$ cat config.mk
export PLATFORM = sky130hd
export DESIGN_NAME = signed_message_frame_parser
export DESIGN_NICKNAME = d
export VERILOG_FILES = /design/src/smfp_pkg.sv /design/src/smfp_fields.sv /design/src/signed_message_frame_parser.sv
export SDC_FILE = /design/constraint.sdc
export NUM_CORES = 1
export LEC_CHECK = 0
export BUFFER_PORTS_ARGS = -buffer_cell sky130_fd_sc_hd__buf_2
export CAP_MARGIN = 0
export CORE_MARGIN = 1.5
export CORE_UTILIZATION = 30
export DETAILED_ROUTE_END_ITERATION = 10
export PLACE_DENSITY = 0.52
export SETUP_SLACK_MARGIN = 0.02
export SLEW_MARGIN = 10
export SYNTH_ARGS = -nofsm -noshare
export SYNTH_HDL_FRONTEND = slang
export SYNTH_HIERARCHICAL = 1
export SYNTH_SLANG_ARGS = --single-unit
$ cat constraint.sdc
create_clock -name clk -period 9.1 [get_ports clk]
set_input_delay 1.82 -clock clk [delete_from_list [all_inputs] [get_ports clk]]
set_output_delay 1.82 -clock clk [all_outputs]
set_load 0.03 [all_outputs]
$ cat src/smfp_pkg.sv
// ----------------------------------------------------------------------------
// smfp_pkg
// Types and codes shared by the signed message frame parser.
// ----------------------------------------------------------------------------
`default_nettype none

package smfp_pkg;

  localparam logic [3:0] SEC_DEST    = 4'd0;
  localparam logic [3:0] SEC_SRC     = 4'd1;
  localparam logic [3:0] SEC_SIG     = 4'd2;
  localparam logic [3:0] SEC_ARR     = 4'd3;
  localparam logic [3:0] SEC_TIME    = 4'd4;
  localparam logic [3:0] SEC_TITLE   = 4'd5;
  localparam logic [3:0] SEC_CONTENT = 4'd6;
  localparam logic [3:0] SEC_FIELDS  = 4'd7;
  localparam logic [3:0] SEC_STAMP   = 4'd8;
  localparam logic [3:0] SEC_IGN     = 4'd9;

  localparam logic [3:0] ERR_NONE    = 4'd0;
  localparam logic [3:0] ERR_SHORT   = 4'd1;
  localparam logic [3:0] ERR_ARR     = 4'd2;
  localparam logic [3:0] ERR_TIME    = 4'd3;
  localparam logic [3:0] ERR_TITLE   = 4'd4;
  localparam logic [3:0] ERR_CONTENT = 4'd5;
  localparam logic [3:0] ERR_FIELDS  = 4'd6;
  localparam logic [3:0] ERR_DEPTH   = 4'd7;
  localparam logic [3:0] ERR_TRUNC   = 4'd8;

  localparam logic [7:0] HASH_ARR_HDR = 8'h94;
  localparam logic [7:0] TAG_F64      = 8'hCB;
  localparam logic [7:0] TAG_STR8     = 8'hD9;
  localparam logic [7:0] TAG_STR16    = 8'hDA;
  localparam logic [7:0] TAG_BIN8     = 8'hC4;
  localparam logic [7:0] TAG_BIN16    = 8'hC5;
  localparam logic [6:0] HDR_BYTES    = 7'd96;

  localparam int BL_W  = 17;
  localparam int OUT_W = 24;

  typedef enum logic [14:0] {
    PH_DEST      = 15'h0001,
    PH_SRC       = 15'h0002,
    PH_SIG       = 15'h0004,
    PH_ARR       = 15'h0008,
    PH_TIME_HDR  = 15'h0010,
    PH_TIME      = 15'h0020,
    PH_TITLE_HDR = 15'h0040,
    PH_TITLE     = 15'h0080,
    PH_CONT_HDR  = 15'h0100,
    PH_CONT      = 15'h0200,
    PH_FIELDS    = 15'h0400,
    PH_STAMP_HDR = 15'h0800,
    PH_STAMP     = 15'h1000,
    PH_DONE      = 15'h2000,
    PH_DEAD      = 15'h4000
  } phase_t;

  typedef struct packed {
    logic [BL_W-1:0] bl;
    logic [1:0]      lbl;
    logic [3:0]      err;
    logic            done;
  } fields_res_t;

endpackage

`default_nettype wire

$ cat src/smfp_fields.sv
// ----------------------------------------------------------------------------
// smfp_fields
// Skip logic for the nested fields value: one byte, next counters and stack.
// ----------------------------------------------------------------------------
`default_nettype none

module smfp_fields
  import smfp_pkg::*;
#(
  parameter int MAX_DEPTH = 8,
  parameter int LW = $clog2(MAX_DEPTH + 1)
) (
  input  wire logic [7:0]      b,
  input  wire logic [BL_W-1:0] bl,
  input  wire logic [1:0]      lbl,
  input  wire logic [LW-1:0]   lv,
  input  wire logic [4:0]      cnt [MAX_DEPTH],
  output fields_res_t          res,
  output logic      [LW-1:0]   lv_next,
  output logic      [4:0]      cnt_next [MAX_DEPTH]
);

  logic          do_dec;
  logic          do_push;
  logic          do_done;
  logic [4:0]    c;
  logic [LW-1:0] lv_mid;
  logic [LW-1:0] top;

  always_comb begin
    res.bl   = bl;
    res.lbl  = lbl;
    res.err  = ERR_NONE;
    do_dec   = 1'b0;
    do_push  = 1'b0;
    do_done  = 1'b0;
    c        = b[4] ? {1'b0, b[3:0]} : {b[3:0], 1'b0};
    if (lbl != 2'd0) begin
      res.bl  = {bl[8:0], b};
      res.lbl = lbl - 2'd1;
      do_done = (res.lbl == 2'd0) && ({bl[8:0], b} == '0);
    end else if (bl != '0) begin
      res.bl  = bl - BL_W'(1);
      do_done = (res.bl == '0);
    end else if (b[7:5] == 3'b101) begin
      do_dec  = 1'b1;
      res.bl  = {{(BL_W-5){1'b0}}, b[4:0]};
      do_done = (b[4:0] == 5'd0);
    end else if (b[7:5] == 3'b100) begin
      if (c != 5'd0 && lv >= LW'(MAX_DEPTH)) begin
        res.err = ERR_DEPTH;
      end else begin
        do_dec = 1'b1;
        if (c == 5'd0) do_done = 1'b1;
        else do_push = 1'b1;
      end
    end else if (!b[7] || b >= 8'hE0 || b == 8'hC0 || b == 8'hC2 || b == 8'hC3) begin
      do_dec  = 1'b1;
      do_done = 1'b1;
    end else begin
      do_dec = 1'b1;
      case (b)
        8'hCC, 8'hD0:        res.bl = BL_W'(1);
        8'hCD, 8'hD1:        res.bl = BL_W'(2);
        8'hCE, 8'hD2, 8'hCA: res.bl = BL_W'(4);
        8'hCF, 8'hD3, 8'hCB: res.bl = BL_W'(8);
        8'hD9, 8'hC4:        res.lbl = 2'd1;
        8'hDA, 8'hC5:        res.lbl = 2'd2;
        default: begin
          res.err = ERR_FIELDS;
          do_dec  = 1'b0;
        end
      endcase
    end

    for (int j = 0; j < MAX_DEPTH; j++) begin
      cnt_next[j] = cnt[j];
      if (do_dec && lv != '0 && LW'(j + 1) == lv) cnt_next[j] = cnt[j] - 5'd1;
      if (do_push && LW'(j) == lv) cnt_next[j] = c;
    end
    lv_mid = do_push ? lv + LW'(1) : lv;

    top = '0;
    for (int j = 0; j < MAX_DEPTH; j++) begin
      if (LW'(j) < lv_mid && cnt_next[j] != 5'd0) top = LW'(j + 1);
    end
    lv_next  = do_done ? top : lv_mid;
    res.done = do_done && (top == '0);
  end

endmodule

`default_nettype wire

$ cat src/signed_message_frame_parser.sv
// Each accepted input item's result is registered and offered in the next cycle.
// Throughput: one item per cycle while the receiver keeps taking results; the result register frees as it is taken.
// Reset: rst (sync, high) clears the parse state and empties the result register.
// The parse state also returns to its reset values after each frame's last item.
// ----------------------------------------------------------------------------
// signed_message_frame_parser
// Per-byte section, hash and payload tagging with end-of-frame status.
// ----------------------------------------------------------------------------
`default_nettype none

module signed_message_frame_parser
  import smfp_pkg::*;
#(
  parameter int MAX_DEPTH = 8
) (
  input  wire logic             clk,
  input  wire logic             rst,
  input  wire logic             s_axis_tvalid,
  output logic                  s_axis_tready,
  input  wire logic [7:0]       s_axis_tdata,  // frame_byte
  input  wire logic             s_axis_tlast,  // frame_last
  output logic                  m_axis_tvalid,
  input  wire logic             m_axis_tready,
  // out_byte[7:0] section[11:8] in_hash[12] is_payload[13] frame_ok[14]
  // error_code[18:15] stamp_valid[19], zero fill to 24
  output logic [OUT_W-1:0]      m_axis_tdata,
  output logic                  m_axis_tlast   // frame_end
);

  localparam int LW = $clog2(MAX_DEPTH + 1);

  phase_t          ph, ph_next;
  logic [6:0]      hc, hc_next;
  logic [3:0]      et, et_next;
  logic [BL_W-1:0] bl, bl_next;
  logic [1:0]      lbl, lbl_next;
  logic [LW-1:0]   lv, lv_next;
  logic [4:0]      cnt [MAX_DEPTH];
  logic [4:0]      cnt_next [MAX_DEPTH];
  logic [3:0]      es, es_next;
  logic            sd, sd_next;

  fields_res_t     fr;
  logic [LW-1:0]   f_lv;
  logic [4:0]      f_cnt [MAX_DEPTH];

  logic            acc;
  logic [7:0]      b;
  logic [7:0]      ob;
  logic [3:0]      sec, err, code;
  logic            hash, pay, ok, sv;
  logic            tag_ok, str_end;
  logic [BL_W-1:0] tbl;
  logic [1:0]      tlbl;
  phase_t          fin_ph;

  assign b             = s_axis_tdata;
  assign s_axis_tready = !m_axis_tvalid || m_axis_tready;
  assign acc           = s_axis_tvalid && s_axis_tready;

  smfp_fields #(.MAX_DEPTH(MAX_DEPTH), .LW(LW)) u_fields (
    .b        (b),
    .bl       (bl),
    .lbl      (lbl),
    .lv       (lv),
    .cnt      (cnt),
    .res      (fr),
    .lv_next  (f_lv),
    .cnt_next (f_cnt)
  );

  always_comb begin
    tag_ok = 1'b1;
    tbl    = '0;
    tlbl   = 2'd0;
    if (b[7:5] == 3'b101) tbl = {{(BL_W-5){1'b0}}, b[4:0]};
    else if (b == TAG_STR8 || b == TAG_BIN8) tlbl = 2'd1;
    else if (b == TAG_STR16 || b == TAG_BIN16) tlbl = 2'd2;
    else tag_ok = 1'b0;
  end

  always_comb begin
    ph_next  = ph;
    hc_next  = hc;
    et_next  = et;
    bl_next  = bl;
    lbl_next = lbl;
    lv_next  = lv;
    cnt_next = cnt;
    es_next  = es;
    sd_next  = sd;
    ob       = b;
    sec      = SEC_IGN;
    err      = ERR_NONE;
    hash     = 1'b0;
    pay      = 1'b0;
    str_end  = 1'b0;

    case (ph)
      PH_TITLE_HDR, PH_TITLE: fin_ph = PH_CONT_HDR;
      PH_CONT_HDR, PH_CONT:   fin_ph = (et >= 4'd4) ? PH_FIELDS : PH_DONE;
      default:                fin_ph = PH_DONE;
    endcase

    case (ph)
      PH_DEST, PH_SRC, PH_SIG: begin
        sec     = (ph == PH_DEST) ? SEC_DEST : ((ph == PH_SRC) ? SEC_SRC : SEC_SIG);
        hash    = (ph != PH_SIG);
        hc_next = hc + 7'd1;
        if (hc_next >= HDR_BYTES) ph_next = PH_ARR;
        else if (hc_next >= 7'd32) ph_next = PH_SIG;
        else if (hc_next >= 7'd16) ph_next = PH_SRC;
      end
      PH_ARR: begin
        sec = SEC_ARR;
        if (b[7:4] == 4'h9 && b[3:0] >= 4'd3) begin
          et_next = b[3:0];
          ob      = HASH_ARR_HDR;
          hash    = 1'b1;
          ph_next = PH_TIME_HDR;
        end else begin
          err = ERR_ARR;
        end
      end
      PH_TIME_HDR: begin
        sec = SEC_TIME;
        if (b == TAG_F64) begin
          bl_next = BL_W'(8);
          hash    = 1'b1;
          ph_next = PH_TIME;
        end else begin
          err = ERR_TIME;
        end
      end
      PH_TIME: begin
        sec     = SEC_TIME;
        hash    = 1'b1;
        pay     = 1'b1;
        bl_next = (bl != '0) ? bl - BL_W'(1) : bl;
        if (bl_next == '0) ph_next = PH_TITLE_HDR;
      end
      PH_TITLE_HDR, PH_CONT_HDR, PH_STAMP_HDR: begin
        sec = (ph == PH_TITLE_HDR) ? SEC_TITLE :
              ((ph == PH_CONT_HDR) ? SEC_CONTENT : SEC_STAMP);
        bl_next  = tbl;
        lbl_next = tlbl;
        if (!tag_ok) begin
          if (ph == PH_STAMP_HDR) ph_next = PH_DONE;
          else err = (ph == PH_TITLE_HDR) ? ERR_TITLE : ERR_CONTENT;
        end else begin
          hash = (ph != PH_STAMP_HDR);
          if (tbl == '0 && tlbl == 2'd0) str_end = 1'b1;
          else ph_next = (ph == PH_TITLE_HDR) ? PH_TITLE :
                         ((ph == PH_CONT_HDR) ? PH_CONT : PH_STAMP);
        end
      end
      PH_TITLE, PH_CONT, PH_STAMP: begin
        sec = (ph == PH_TITLE) ? SEC_TITLE : ((ph == PH_CONT) ? SEC_CONTENT : SEC_STAMP);
        hash = (ph != PH_STAMP);
        if (lbl != 2'd0) begin
          bl_next  = {bl[8:0], b};
          lbl_next = lbl - 2'd1;
          str_end  = (lbl_next == 2'd0) && (bl_next == '0);
        end else begin
          pay     = 1'b1;
          bl_next = (bl != '0) ? bl - BL_W'(1) : bl;
          str_end = (bl_next == '0);
        end
      end
      PH_FIELDS: begin
        sec      = SEC_FIELDS;
        err      = fr.err;
        hash     = (fr.err == ERR_NONE);
        bl_next  = fr.bl;
        lbl_next = fr.lbl;
        lv_next  = f_lv;
        cnt_next = f_cnt;
        if (fr.done) ph_next = (et >= 4'd5) ? PH_STAMP_HDR : PH_DONE;
      end
      default: begin
      end
    endcase

    if (str_end) begin
      ph_next = fin_ph;
      if (ph == PH_STAMP_HDR || ph == PH_STAMP) sd_next = 1'b1;
    end

    if (err != ERR_NONE) begin
      hash    = 1'b0;
      pay     = 1'b0;
      ph_next = PH_DEAD;
      if (es == ERR_NONE) es_next = err;
    end

    code = es_next;
    if (code == ERR_NONE) begin
      case (ph_next)
        PH_DEST, PH_SRC, PH_SIG, PH_ARR: code = ERR_SHORT;
        PH_TIME_HDR, PH_TIME, PH_TITLE_HDR, PH_TITLE, PH_CONT_HDR, PH_CONT: code = ERR_TRUNC;
        PH_FIELDS: if (lv_next != '0 || bl_next != '0 || lbl_next != 2'd0) code = ERR_TRUNC;
        default: begin
        end
      endcase
    end
    ok = (code == ERR_NONE);
    sv = ok && sd_next;
    if (!s_axis_tlast) begin
      code = ERR_NONE;
      ok   = 1'b0;
      sv   = 1'b0;
    end else begin
      ph_next  = PH_DEST;
      hc_next  = '0;
      et_next  = '0;
      bl_next  = '0;
      lbl_next = '0;
      lv_next  = '0;
      for (int j = 0; j < MAX_DEPTH; j++) cnt_next[j] = '0;
      es_next  = ERR_NONE;
      sd_next  = 1'b0;
    end
  end

  always_ff @(posedge clk) begin
    if (rst) begin
      ph  <= PH_DEST;
      hc  <= '0;
      et  <= '0;
      bl  <= '0;
      lbl <= '0;
      lv  <= '0;
      for (int j = 0; j < MAX_DEPTH; j++) cnt[j] <= '0;
      es  <= ERR_NONE;
      sd  <= 1'b0;
      m_axis_tvalid <= 1'b0;
    end else begin
      if (acc) begin
        ph  <= ph_next;
        hc  <= hc_next;
        et  <= et_next;
        bl  <= bl_next;
        lbl <= lbl_next;
        lv  <= lv_next;
        cnt <= cnt_next;
        es  <= es_next;
        sd  <= sd_next;
        m_axis_tvalid <= 1'b1;
      end else if (m_axis_tready) begin
        m_axis_tvalid <= 1'b0;
      end
    end
  end

  always_ff @(posedge clk) begin
    if (acc) begin
      m_axis_tdata <= {4'd0, sv, code, ok, pay, hash, sec, ob};
      m_axis_tlast <= s_axis_tlast;
    end
  end

endmodule

`default_nettype wire

Word level (Yosys, flattened, before mapping). Index checks and enable logic that the tools add are counted.

Bits of input ports: 13. Word-level logic and storage cells: 344. Register bits after elaboration: 116.

Add/sub/neg operators: 12. Reduce and logical (&&, ||, !) cells: 97. Magnitude comparators: 16. Multiplexer cells: 143. Equality and inequality tests: 55.

Operators by type and width (count): $mux 15 (13); $eq 8x8->1 const B (17); $mux 23 (5); $mux 17 (6); $mux 5 (18); $pmux 15 s6 (1); $pmux 17 s5 (1); $mux 40 (2); $mux 4 (19); $logic_not 17->1 (4); $pmux 17 s4 (1); $reduce_bool 5->1 (9); $sub 5x1->5 const B (8); $mux 19 (2); $mux 1 (37); $reduce_bool 17->1 (2); $logic_and 1x1->1 (32); $eq 15x1->1 const B (2); $eq 15x10->1 const B (2); $eq 15x11->1 const B (2); $eq 15x2->1 const B (2); $eq 15x3->1 const B (2); $eq 15x4->1 const B (2); $eq 15x5->1 const B (2); other kinds (58) (132).

Longest topological paths before layout. Gate-level depths: netlist of the first run.

Depth in word-level cells: 36. Gate-level depth with buffers: 24. Mapped depth without buffers: 23.

Hierarchy. Netlist of the first run, hierarchy kept.

Modules (own cells, without submodules): signed_message_frame_parser (instances 1, area each 7143.1 µm², seq. area each 2532.4 µm², cells an instance 913); smfp_fields (instances 1, area each 3041.7 µm², seq. area each 0.0 µm², cells an instance 479).

Worst setup path before layout of the first run. No wires, ideal clock.

Kind: input to register. Start point: input port s_axis_tdata[5]. End point: register m_axis_tdata[14] (data pin). Data arrival time: 6.278 ns. Library setup time: 0.267 ns. Path slack: 2.554 ns. Data required time: 8.833 ns. Stages: 20. Path through: clkbuf_1 > and3b_1 > a32oi_1 > o211ai_1 > clkbuf_1 > o211ai_1 > xor2_1 > mux2i_1 > or3_1 > o31a_1 > or2_1 > nor3_1 > and3_1 > nor2_1 > nor2b_1 > nand3_1 > a2111oi_2 > mux2i_1 > o311ai_1 > nor2_1.

RTL lines: from (decl) (RTL line signed_message_frame_parser.sv:20) `input wire logic [7:0] s_axis_tdata,`; to (signal assigned) (RTL line signed_message_frame_parser.sv:257) `m_axis_tdata <= {4'd0, sv, code, ok, pay, hash, sec, ob};`; to (decl) (RTL line signed_message_frame_parser.sv:26) `output logic [OUT_W-1:0] m_axis_tdata,`.

==> metrics.md, run 1 <==
| Metric | Value |
|---|---|
| Status | `complete, no violations` |
| Antenna violations before repair | `2` |
| Clock Root Buffer | `clkbuf_16` |
| CTS tree | `done` |
| Worst-path maximum fanout | `33` |
| Final net count | `1378` |
| Post_cts resized | `0` |
| Clk_skew | `14.1 ps` |
| Row Count | `67` |
| Die H | `187 um` |
| Netlist cell types | `98` |
| Lkg Pwr | `0.00409 uW` |
| Max-cap violations | `0` |
| Clk sinks | `116` |
| Setup violators final | `0` |
| FF/Latch Area | `0.00253 mm^2` |
| Slew Limit Fails | `0` |
| Worst-Margin Slew | `1100 ps` |
| Vias in the first global route | `10300` |
| Average cell area after synthesis | `7.32 um^2` |
| Antenna Cells | `0` |
| Critical Path AT | `7900 ps` |
| Yosys warns | `6` |
| Post-CTS Setup Bufs | `0` |
| Top cells by area, synth | `dfxtp_1 (19%), nor2_1 (6.7%), edfxtp_1 (6.2%)` |
| Area post-placement | `0.0106 mm^2` |
| FMAX | `130 MHz` |
| Net Sw Frac | `0.269` |
| Minimum clock period | `7710 ps` |
| Period utilisation layout | `0.847` |
| Async set-reset flop share out of synthesis | `0` |
| Port bufs | `35` |
| Sequential Power Share | `0.410` |
| Hold Crit Class | `flop to flop` |
| Via density | `6.04` |
| Setup crit start kind | `input port` |
| Starting Density | `0.304` |
| Non-filler cells, final | `1809` |
| Final hold viol count | `0` |
| Total GRT Usage | `0.209` |
| # hold bufs at CTS | `0` |
| # IOs | `40` |
| Pre-CTS setup slack | `1030 ps` |
| Gpl congestion | `0.929` |
| RSZ-0062 raised after global routing | `no` |
| Antenna-violating nets left | `0` |
| Internal | `945 uW` |
| Top_reg_cell synth | `dfxtp_1` |
| Synth top area share | `0.187` |
| Placed Cells | `1777` |
| CP Capture Type | `flop` |
| Global-route wire length before repair | `58.9 mm` |
| Reg clk slew, reported paths | `60 ps` |
| Ratio of cells with drive above 1 in the final layout | `0.0911` |
| H-tree Lvls | `4` |
| Total power | `1290 uW` |
| Die area | `0.0351 mm^2` |
| Final HPWL DP | `25.9 mm` |
| Number of DRC markers in iteration 0 | `1250` |
| Average wire per standard cell | `20.4 um` |
| Sequential element share of the synthesized area | `0.249` |
| GRT Residual Overflow | `0` |
| DRT Pass-1 Iters | `8` |
| Max transition margin | `0.264` |
| Flops & latches, synth | `116` |
| DRC Markers | `0` |
| CTS buffer count | `17` |
| Largest net degree at the start of global routing | `91` |
| Crit Path Class | `input port to flop` |
| Core Footprint | `0.0334 mm^2` |
| Mapped Cells | `1392` |
| Worst vdd ir | `0.000142 V` |
| Post-route setup slack | `1390 ps` |
| Final instance area | `0.0111 mm^2` |
| Logic pwr share | `0.081` |
| Final wirelength | `37.0 mm` |
| Die width | `187 um` |
| Required @ worst endpoint | `9300 ps` |
| Yosys top cell by area | `dfxtp_1` |
| CTS max path bufs | `2` |
| FILL cells | `3579` |
| Clk pwr share | `0.509` |
| Syn-to-layout area delta | `9.12%` |
| Cell area after synthesis | `0.0102 mm^2` |
| Clk_lat worst skew | `440 ps` |
| Setup_tns | `0 ps` |
| Post-synth EDFFs | `21` |
| PwrDens | `116 mW/mm^2` |
| Area of the multi-input gates | `0.00706 mm^2` |
| Sw power | `348 uW` |
| Via count | `10900` |
## state kept, by name, indices dropped and copies added (netlist names)
register       cells
bl                17
cnt               40
es                 4
et                 4
hc                 7
lbl                2
lv                 4
m_axis_tdata      20
m_axis_tlast       1
m_axis_tvalid      1
ph                15
sd                 1
## synthesized netlist by cell type (7+ instances only)
master and n:
nor2_1 182, nand2_1 115, a21oi_1 108, dfxtp_1 95, clkbuf_1 93, a22oi_1 65, o21ai_0 64, nor3_1 49
nand3_1 40, inv_1 36, nor4_1 36, xnor2_1 36, or3_1 26, edfxtp_1 21, mux2i_1 21, nand4_1 21
or4_1 20, ha_1 17, xor2_1 17, a31oi_1 16, and3_1 16, o211ai_1 14, nand2b_1 13, o21a_1 12
nor2b_1 11, o2111ai_1 11, nand3b_1 9, nor3b_1 9, nor4b_1 9, o31ai_1 9, or2_2 9, a211oi_1 8
buf_4 8, a21o_1 7, and4_1 7, o22ai_1 7
## cells in the final DEF (no fill, tap or decap), types with 20 or more instances in the layout
master	n
xnor2_1	36
nor2_1	181
dfxtp_1	95
nand2_1	115
or3_1	26
mux2i_1	21
nor3_1	49
inv_1	36
a21oi_1	108
a22oi_1	65
o21ai_0	64
buf_2	34
or4_1	20
nand3_1	40
nand4_1	21
nor4_1	36
edfxtp_1	21
## layout make-up
class | instances | area share
Sequential cell | 116 | 0.228
Timing Repair Buffer | 48 | 0.0248
Multi-Input combinational cell | 1128 | 0.635
Clock buffer | 18 | 0.0386
Inverter | 37 | 0.0125
Tap cell | 448 | 0.0504
Clock inverter | 14 | 0.0107
## critical path, stage by stage
cell,delay (ps)
buf_2,300
nor2b_1,820
a31oi_1,170
o211ai_1,420
buf_4,320
o2111ai_1,260
o21ai_0,250
a31oi_1,130
or4_1,540
nor2_1,180
o311ai_1,160
a21oi_1,190
o22ai_1,110
nor4_1,380
a31oi_1,130
a21oi_1,260
nand3_1,130
nor4_1,210
nand4_1,130
nor3_1,350
o21ai_0,200
a41o_1,250
o21a_1,170
## kinds of logic after synthesis
| logic type | count (synthesis) | share of synthesized area |
|---|---|---|
| fa+ha+maj | 17 | 0.0209 |
| xor+xnor | 53 | 0.0456 |
| simple gates | 624 | 0.326 |
| mux | 26 | 0.0262 |
| buf+inv | 151 | 0.0622 |
| flops | 116 | 0.249 |
| other cells | 2 | 0.000737 |
| compound gates | 403 | 0.270 |
## metrics by stage
stage / util / hold slack [ps]
6_report: 0.332 / 450
5_1_grt: 0.332 / 472
4_1_cts: 0.332 / 452
3_5_place_dp: 0.316 / 445
3_3_place_gp: 0.316 / 445
2_1_floorplan: - / 428
## worst paths after layout
check / from / endpoint / slack [ps] / cells past startpoint
worst max-delay path: s_axis_tdata[4] / m_axis_tdata[18] / 1390 / 23
worst min-delay path: et[0] / et[0] / 450 / 2
worst max register to register: bl[1] / m_axis_tdata[18] / 2160 / 23
worst min register to register: et[0] / et[0] / 450 / 2
## power by group through the flow
stage          clock, uW  sequential (uW)  combinational (uW)
2_1_floorplan          0              551                58.8
3_3_place_gp           0              541                 104
3_5_place_dp           0              541                 104
4_1_cts              666              530                 104
5_1_grt              691              530                 113
6_report             658              530                 105
## routing by layer
layer  wire length, um  vias to the layer above  track usage
met1             16600                     5210        0.283
met3              2870                       82       0.0417
li1                  -                     5134            -
met5                28                        -            0
met2             16500                      496        0.329
met4              1020                        4       0.0741
No activity file was read; power rests on OpenSTA's default activity.
==> run 2, diff against run 1 <==
- ABC_AREA: default -> 1
- clock period: 9.1 -> 7.4 ns (I/O delays scaled with it)
==> run 2 against run 1 <==
Compared with the run above: sequential power is 32% higher; clock-buffer cell count fell by 1; synthesized cell count up 38%; critical path depth rose by 11; highest routed layer is now met4; die area grew 12%; critical endpoint unchanged; hold slack gained 10 ps; total power rose by 80%; synthesized area increased by 12%; global-route usage down 1.3 points.
==> metrics.md, run 2 <==
| Metric | Value |
|---|---|
| Status | `complete, no violations` |
| Count leader, synth | `nand2_1` |
| Period utilisation layout | `0.747` |
| GRT Residual Overflow | `0` |
| PwrDens | `185 mW/mm^2` |
| Net Sw Frac | `0.386` |
| Placed Cells | `2410` |
| Die H | `198 um` |
| Post_cts resized | `0` |
| Biggest register | `cnt` |
| Synth top cells by count | `nand2_1 (584), inv_1 (233), nor2_1 (205), nand3_1 (199), a21oi_1 (112)` |
| Clk sinks | `116` |
| Worst-Margin Slew | `1120 ps` |
| Max transition margin | `0.252` |
| Sequential element share of the synthesized area | `0.222` |
| Via count | `12300` |
| Lkg Pwr | `0.00606 uW` |
| CTS buffer count | `17` |
| # hold bufs at CTS | `0` |
| Biggest regs | `cnt: 40 flops, m_axis_tdata: 20 flops, bl: 17 flops` |
| Crit path to | `m_axis_tdata[18]` |
| Antenna-violating nets left | `0` |
| Largest net degree at the start of global routing | `92` |
| Syn-to-layout area delta | `10.1%` |
| Slowest stage cell, crit path | `buf_2` |
| Setup_tns | `0 ps` |
| # IOs | `40` |
| Min Hold Slack | `461 ps` |
| Origin of the critical flop-to-flop path | `bl[0]` |
| Required @ worst endpoint | `7590 ps` |
| Non-filler cells, final | `2442` |
| H-tree Lvls | `4` |
| Slew Limit Fails | `0` |
| CTS max path bufs | `2` |
| DRT Pass-1 Iters | `5` |
| Clk pwr share | `0.391` |
| Final HPWL DP | `28.1 mm` |
| Crit Path Class | `input port to flop` |
| Internal | `1420 uW` |
| Vias in the first global route | `11500` |
| Setup slack, reg-to-reg | `2200 ps` |
| Reg2Reg Depth | `39` |
| Total GRT Usage | `0.196` |
| Final wirelength | `38.1 mm` |
| Die width | `198 um` |
| FMAX | `181 MHz` |
| Final hold viol count | `0` |
| Max-cap violations | `0` |
| Global-route wire length before repair | `60.6 mm` |
| Port bufs | `35` |
| Via density | `5.02` |
| Antenna violations before repair | `0` |
| Critical Path AT | `5720 ps` |
| Average wire per standard cell | `15.6 um` |
| Gpl congestion | `0.908` |
| Async set-reset flop share out of synthesis | `0` |
| Flops & latches, synth | `116` |
| Crit path largest cell delay | `300 ps` |
| Mapped Cells | `1920` |
| Cell mode on critical path | `nand2_1` |
| Netlist cell types | `63` |
| Cell area after synthesis | `0.0114 mm^2` |
| Max reg flops | `40` |
| Post-synth EDFFs | `21` |
| Clock Root Buffer | `clkbuf_16` |
| Clk_skew | `15.1 ps` |
| Synth top area share | `0.192` |
| Sw power | `896 uW` |
| Antenna Cells | `0` |
| Worst r2r dst | `m_axis_tdata[18]` |
| Yosys warns | `6` |
| Final net count | `1948` |
| Commonest non-fill, non-tap cells in the layout | `nand2_1 (583), inv_1 (233), nor2_1 (203)` |
| Logic pwr share | `0.307` |
| Setup violators final | `0` |
| Number of DRC markers in iteration 0 | `878` |
| Core Footprint | `0.0376 mm^2` |
| Top cells by area, synth | `nand2_1 (19%), dfxtp_1 (17%), nand3_1 (8.7%)` |
| FILL cells | `4154` |
| Hold Crit Class | `flop to flop` |
| Clk_lat worst skew | `450 ps` |
| Die area | `0.0392 mm^2` |
| Reg clk slew, reported paths | `70 ps` |
| Row Count | `71` |
| Yosys top cell by area | `nand2_1` |
| Commonest non-fill, non-tap cell in the layout | `nand2_1` |
| Average cell area after synthesis | `5.94 um^2` |
| Crit path from | `s_axis_tdata[4]` |
| DRC Markers | `0` |
| Top_reg_cell synth | `dfxtp_1` |
| Minimum clock period | `5530 ps` |
| Setup crit start kind | `input port` |
| CP Capture Type | `flop` |
| Sequential Power Share | `0.301` |
| Starting Density | `0.303` |
| RSZ-0062 raised after global routing | `no` |
| Post-CTS Setup Bufs | `0` |
| Ratio of cells with drive above 1 in the final layout | `0.115` |
| Worst vdd ir | `0.000152 V` |
| Worst-path maximum fanout | `16` |
| CTS tree | `done` |
run 2: changes by cell type in the layout (fill, tap and decap cells not counted), moves of 26 or more:
cell,before,now
inv_1,36,233
or3_1,26,0
nor4_1,36,9
nand3_1,40,199
a22oi_1,65,4
nand2_1,115,583
nor3_1,49,15
run 2: power groups by stage:
stage	Clock (uW)	Sequential (uW)	Combinational, uW
6_report	908	700	714
5_1_grt	950	704	796
4_1_cts	930	700	710
3_5_place_dp	0	714	708
3_3_place_gp	0	714	711
2_1_floorplan	0	747	515
run 2: kinds of logic (layout without fill, tap and decap cells):
logic type / count (synthesis) / count (layout) / synth area share
buffers and inverters: 327 / 335 / 0.118
DFF: 116 / 116 / 0.222
AOI/OAI and AO/OA: 261 / 261 / 0.133
adders and majority gates: 17 / 17 / 0.0187
xor gates and xnor gates: 33 / 33 / 0.0253
other: 2 / 5 / 0.000659
and+or+nand+nor: 1164 / 1164 / 0.483
run 2: worst max-delay path: cells and delay by family:
family / cells / cell delay [ps]
and+or+nand+nor: 28 / 3180
buffers and inverters: 1 / 300
AOI/OAI and AO/OA: 5 / 720
run 2: metrics by stage:
step                 util  power [uW]  setup slack, ps  instance area (um^2)
global placement    0.318        1430             1460                 11900
finish              0.334        2320             1870                 12600
detailed placement  0.318        1420             1410                 11900
global route        0.334        2450             1380                 12600
floorplan               -        1260             2670                 11400
CTS                 0.334        2340             1900                 12600
run 2: layout make-up:
cell class | count | area, um^2 | share of cell area
clock buffer | 17 | 425 | 0.0339
clock inverter | 15 | 196 | 0.0156
inverter | 263 | 1000 | 0.0799
multi-input combinational | 1480 | 7550 | 0.601
sequential | 116 | 2530 | 0.202
tap | 511 | 639 | 0.0509
timing repair buffer | 40 | 215 | 0.0171
run 2: metal layers:
| layer | GRT usage | share of wire |
|---|---|---|
| met1 | 0.261 | 0.47 |
| met2 | 0.324 | 0.46 |
| met3 | 0.0237 | 0.045 |
| met4 | 0.0712 | 0.025 |
| met5 | 0 | 0 |
run 2: worst min-delay path by stage:
stage	start	end	cells past startpoint
finish	et[0]	et[0]	2
global route	et[0]	et[0]	2
CTS	et[0]	et[0]	2
detailed placement	et[0]	et[0]	2
global placement	cnt[3]	cnt[3]	2
floorplan	et[1]	et[1]	2
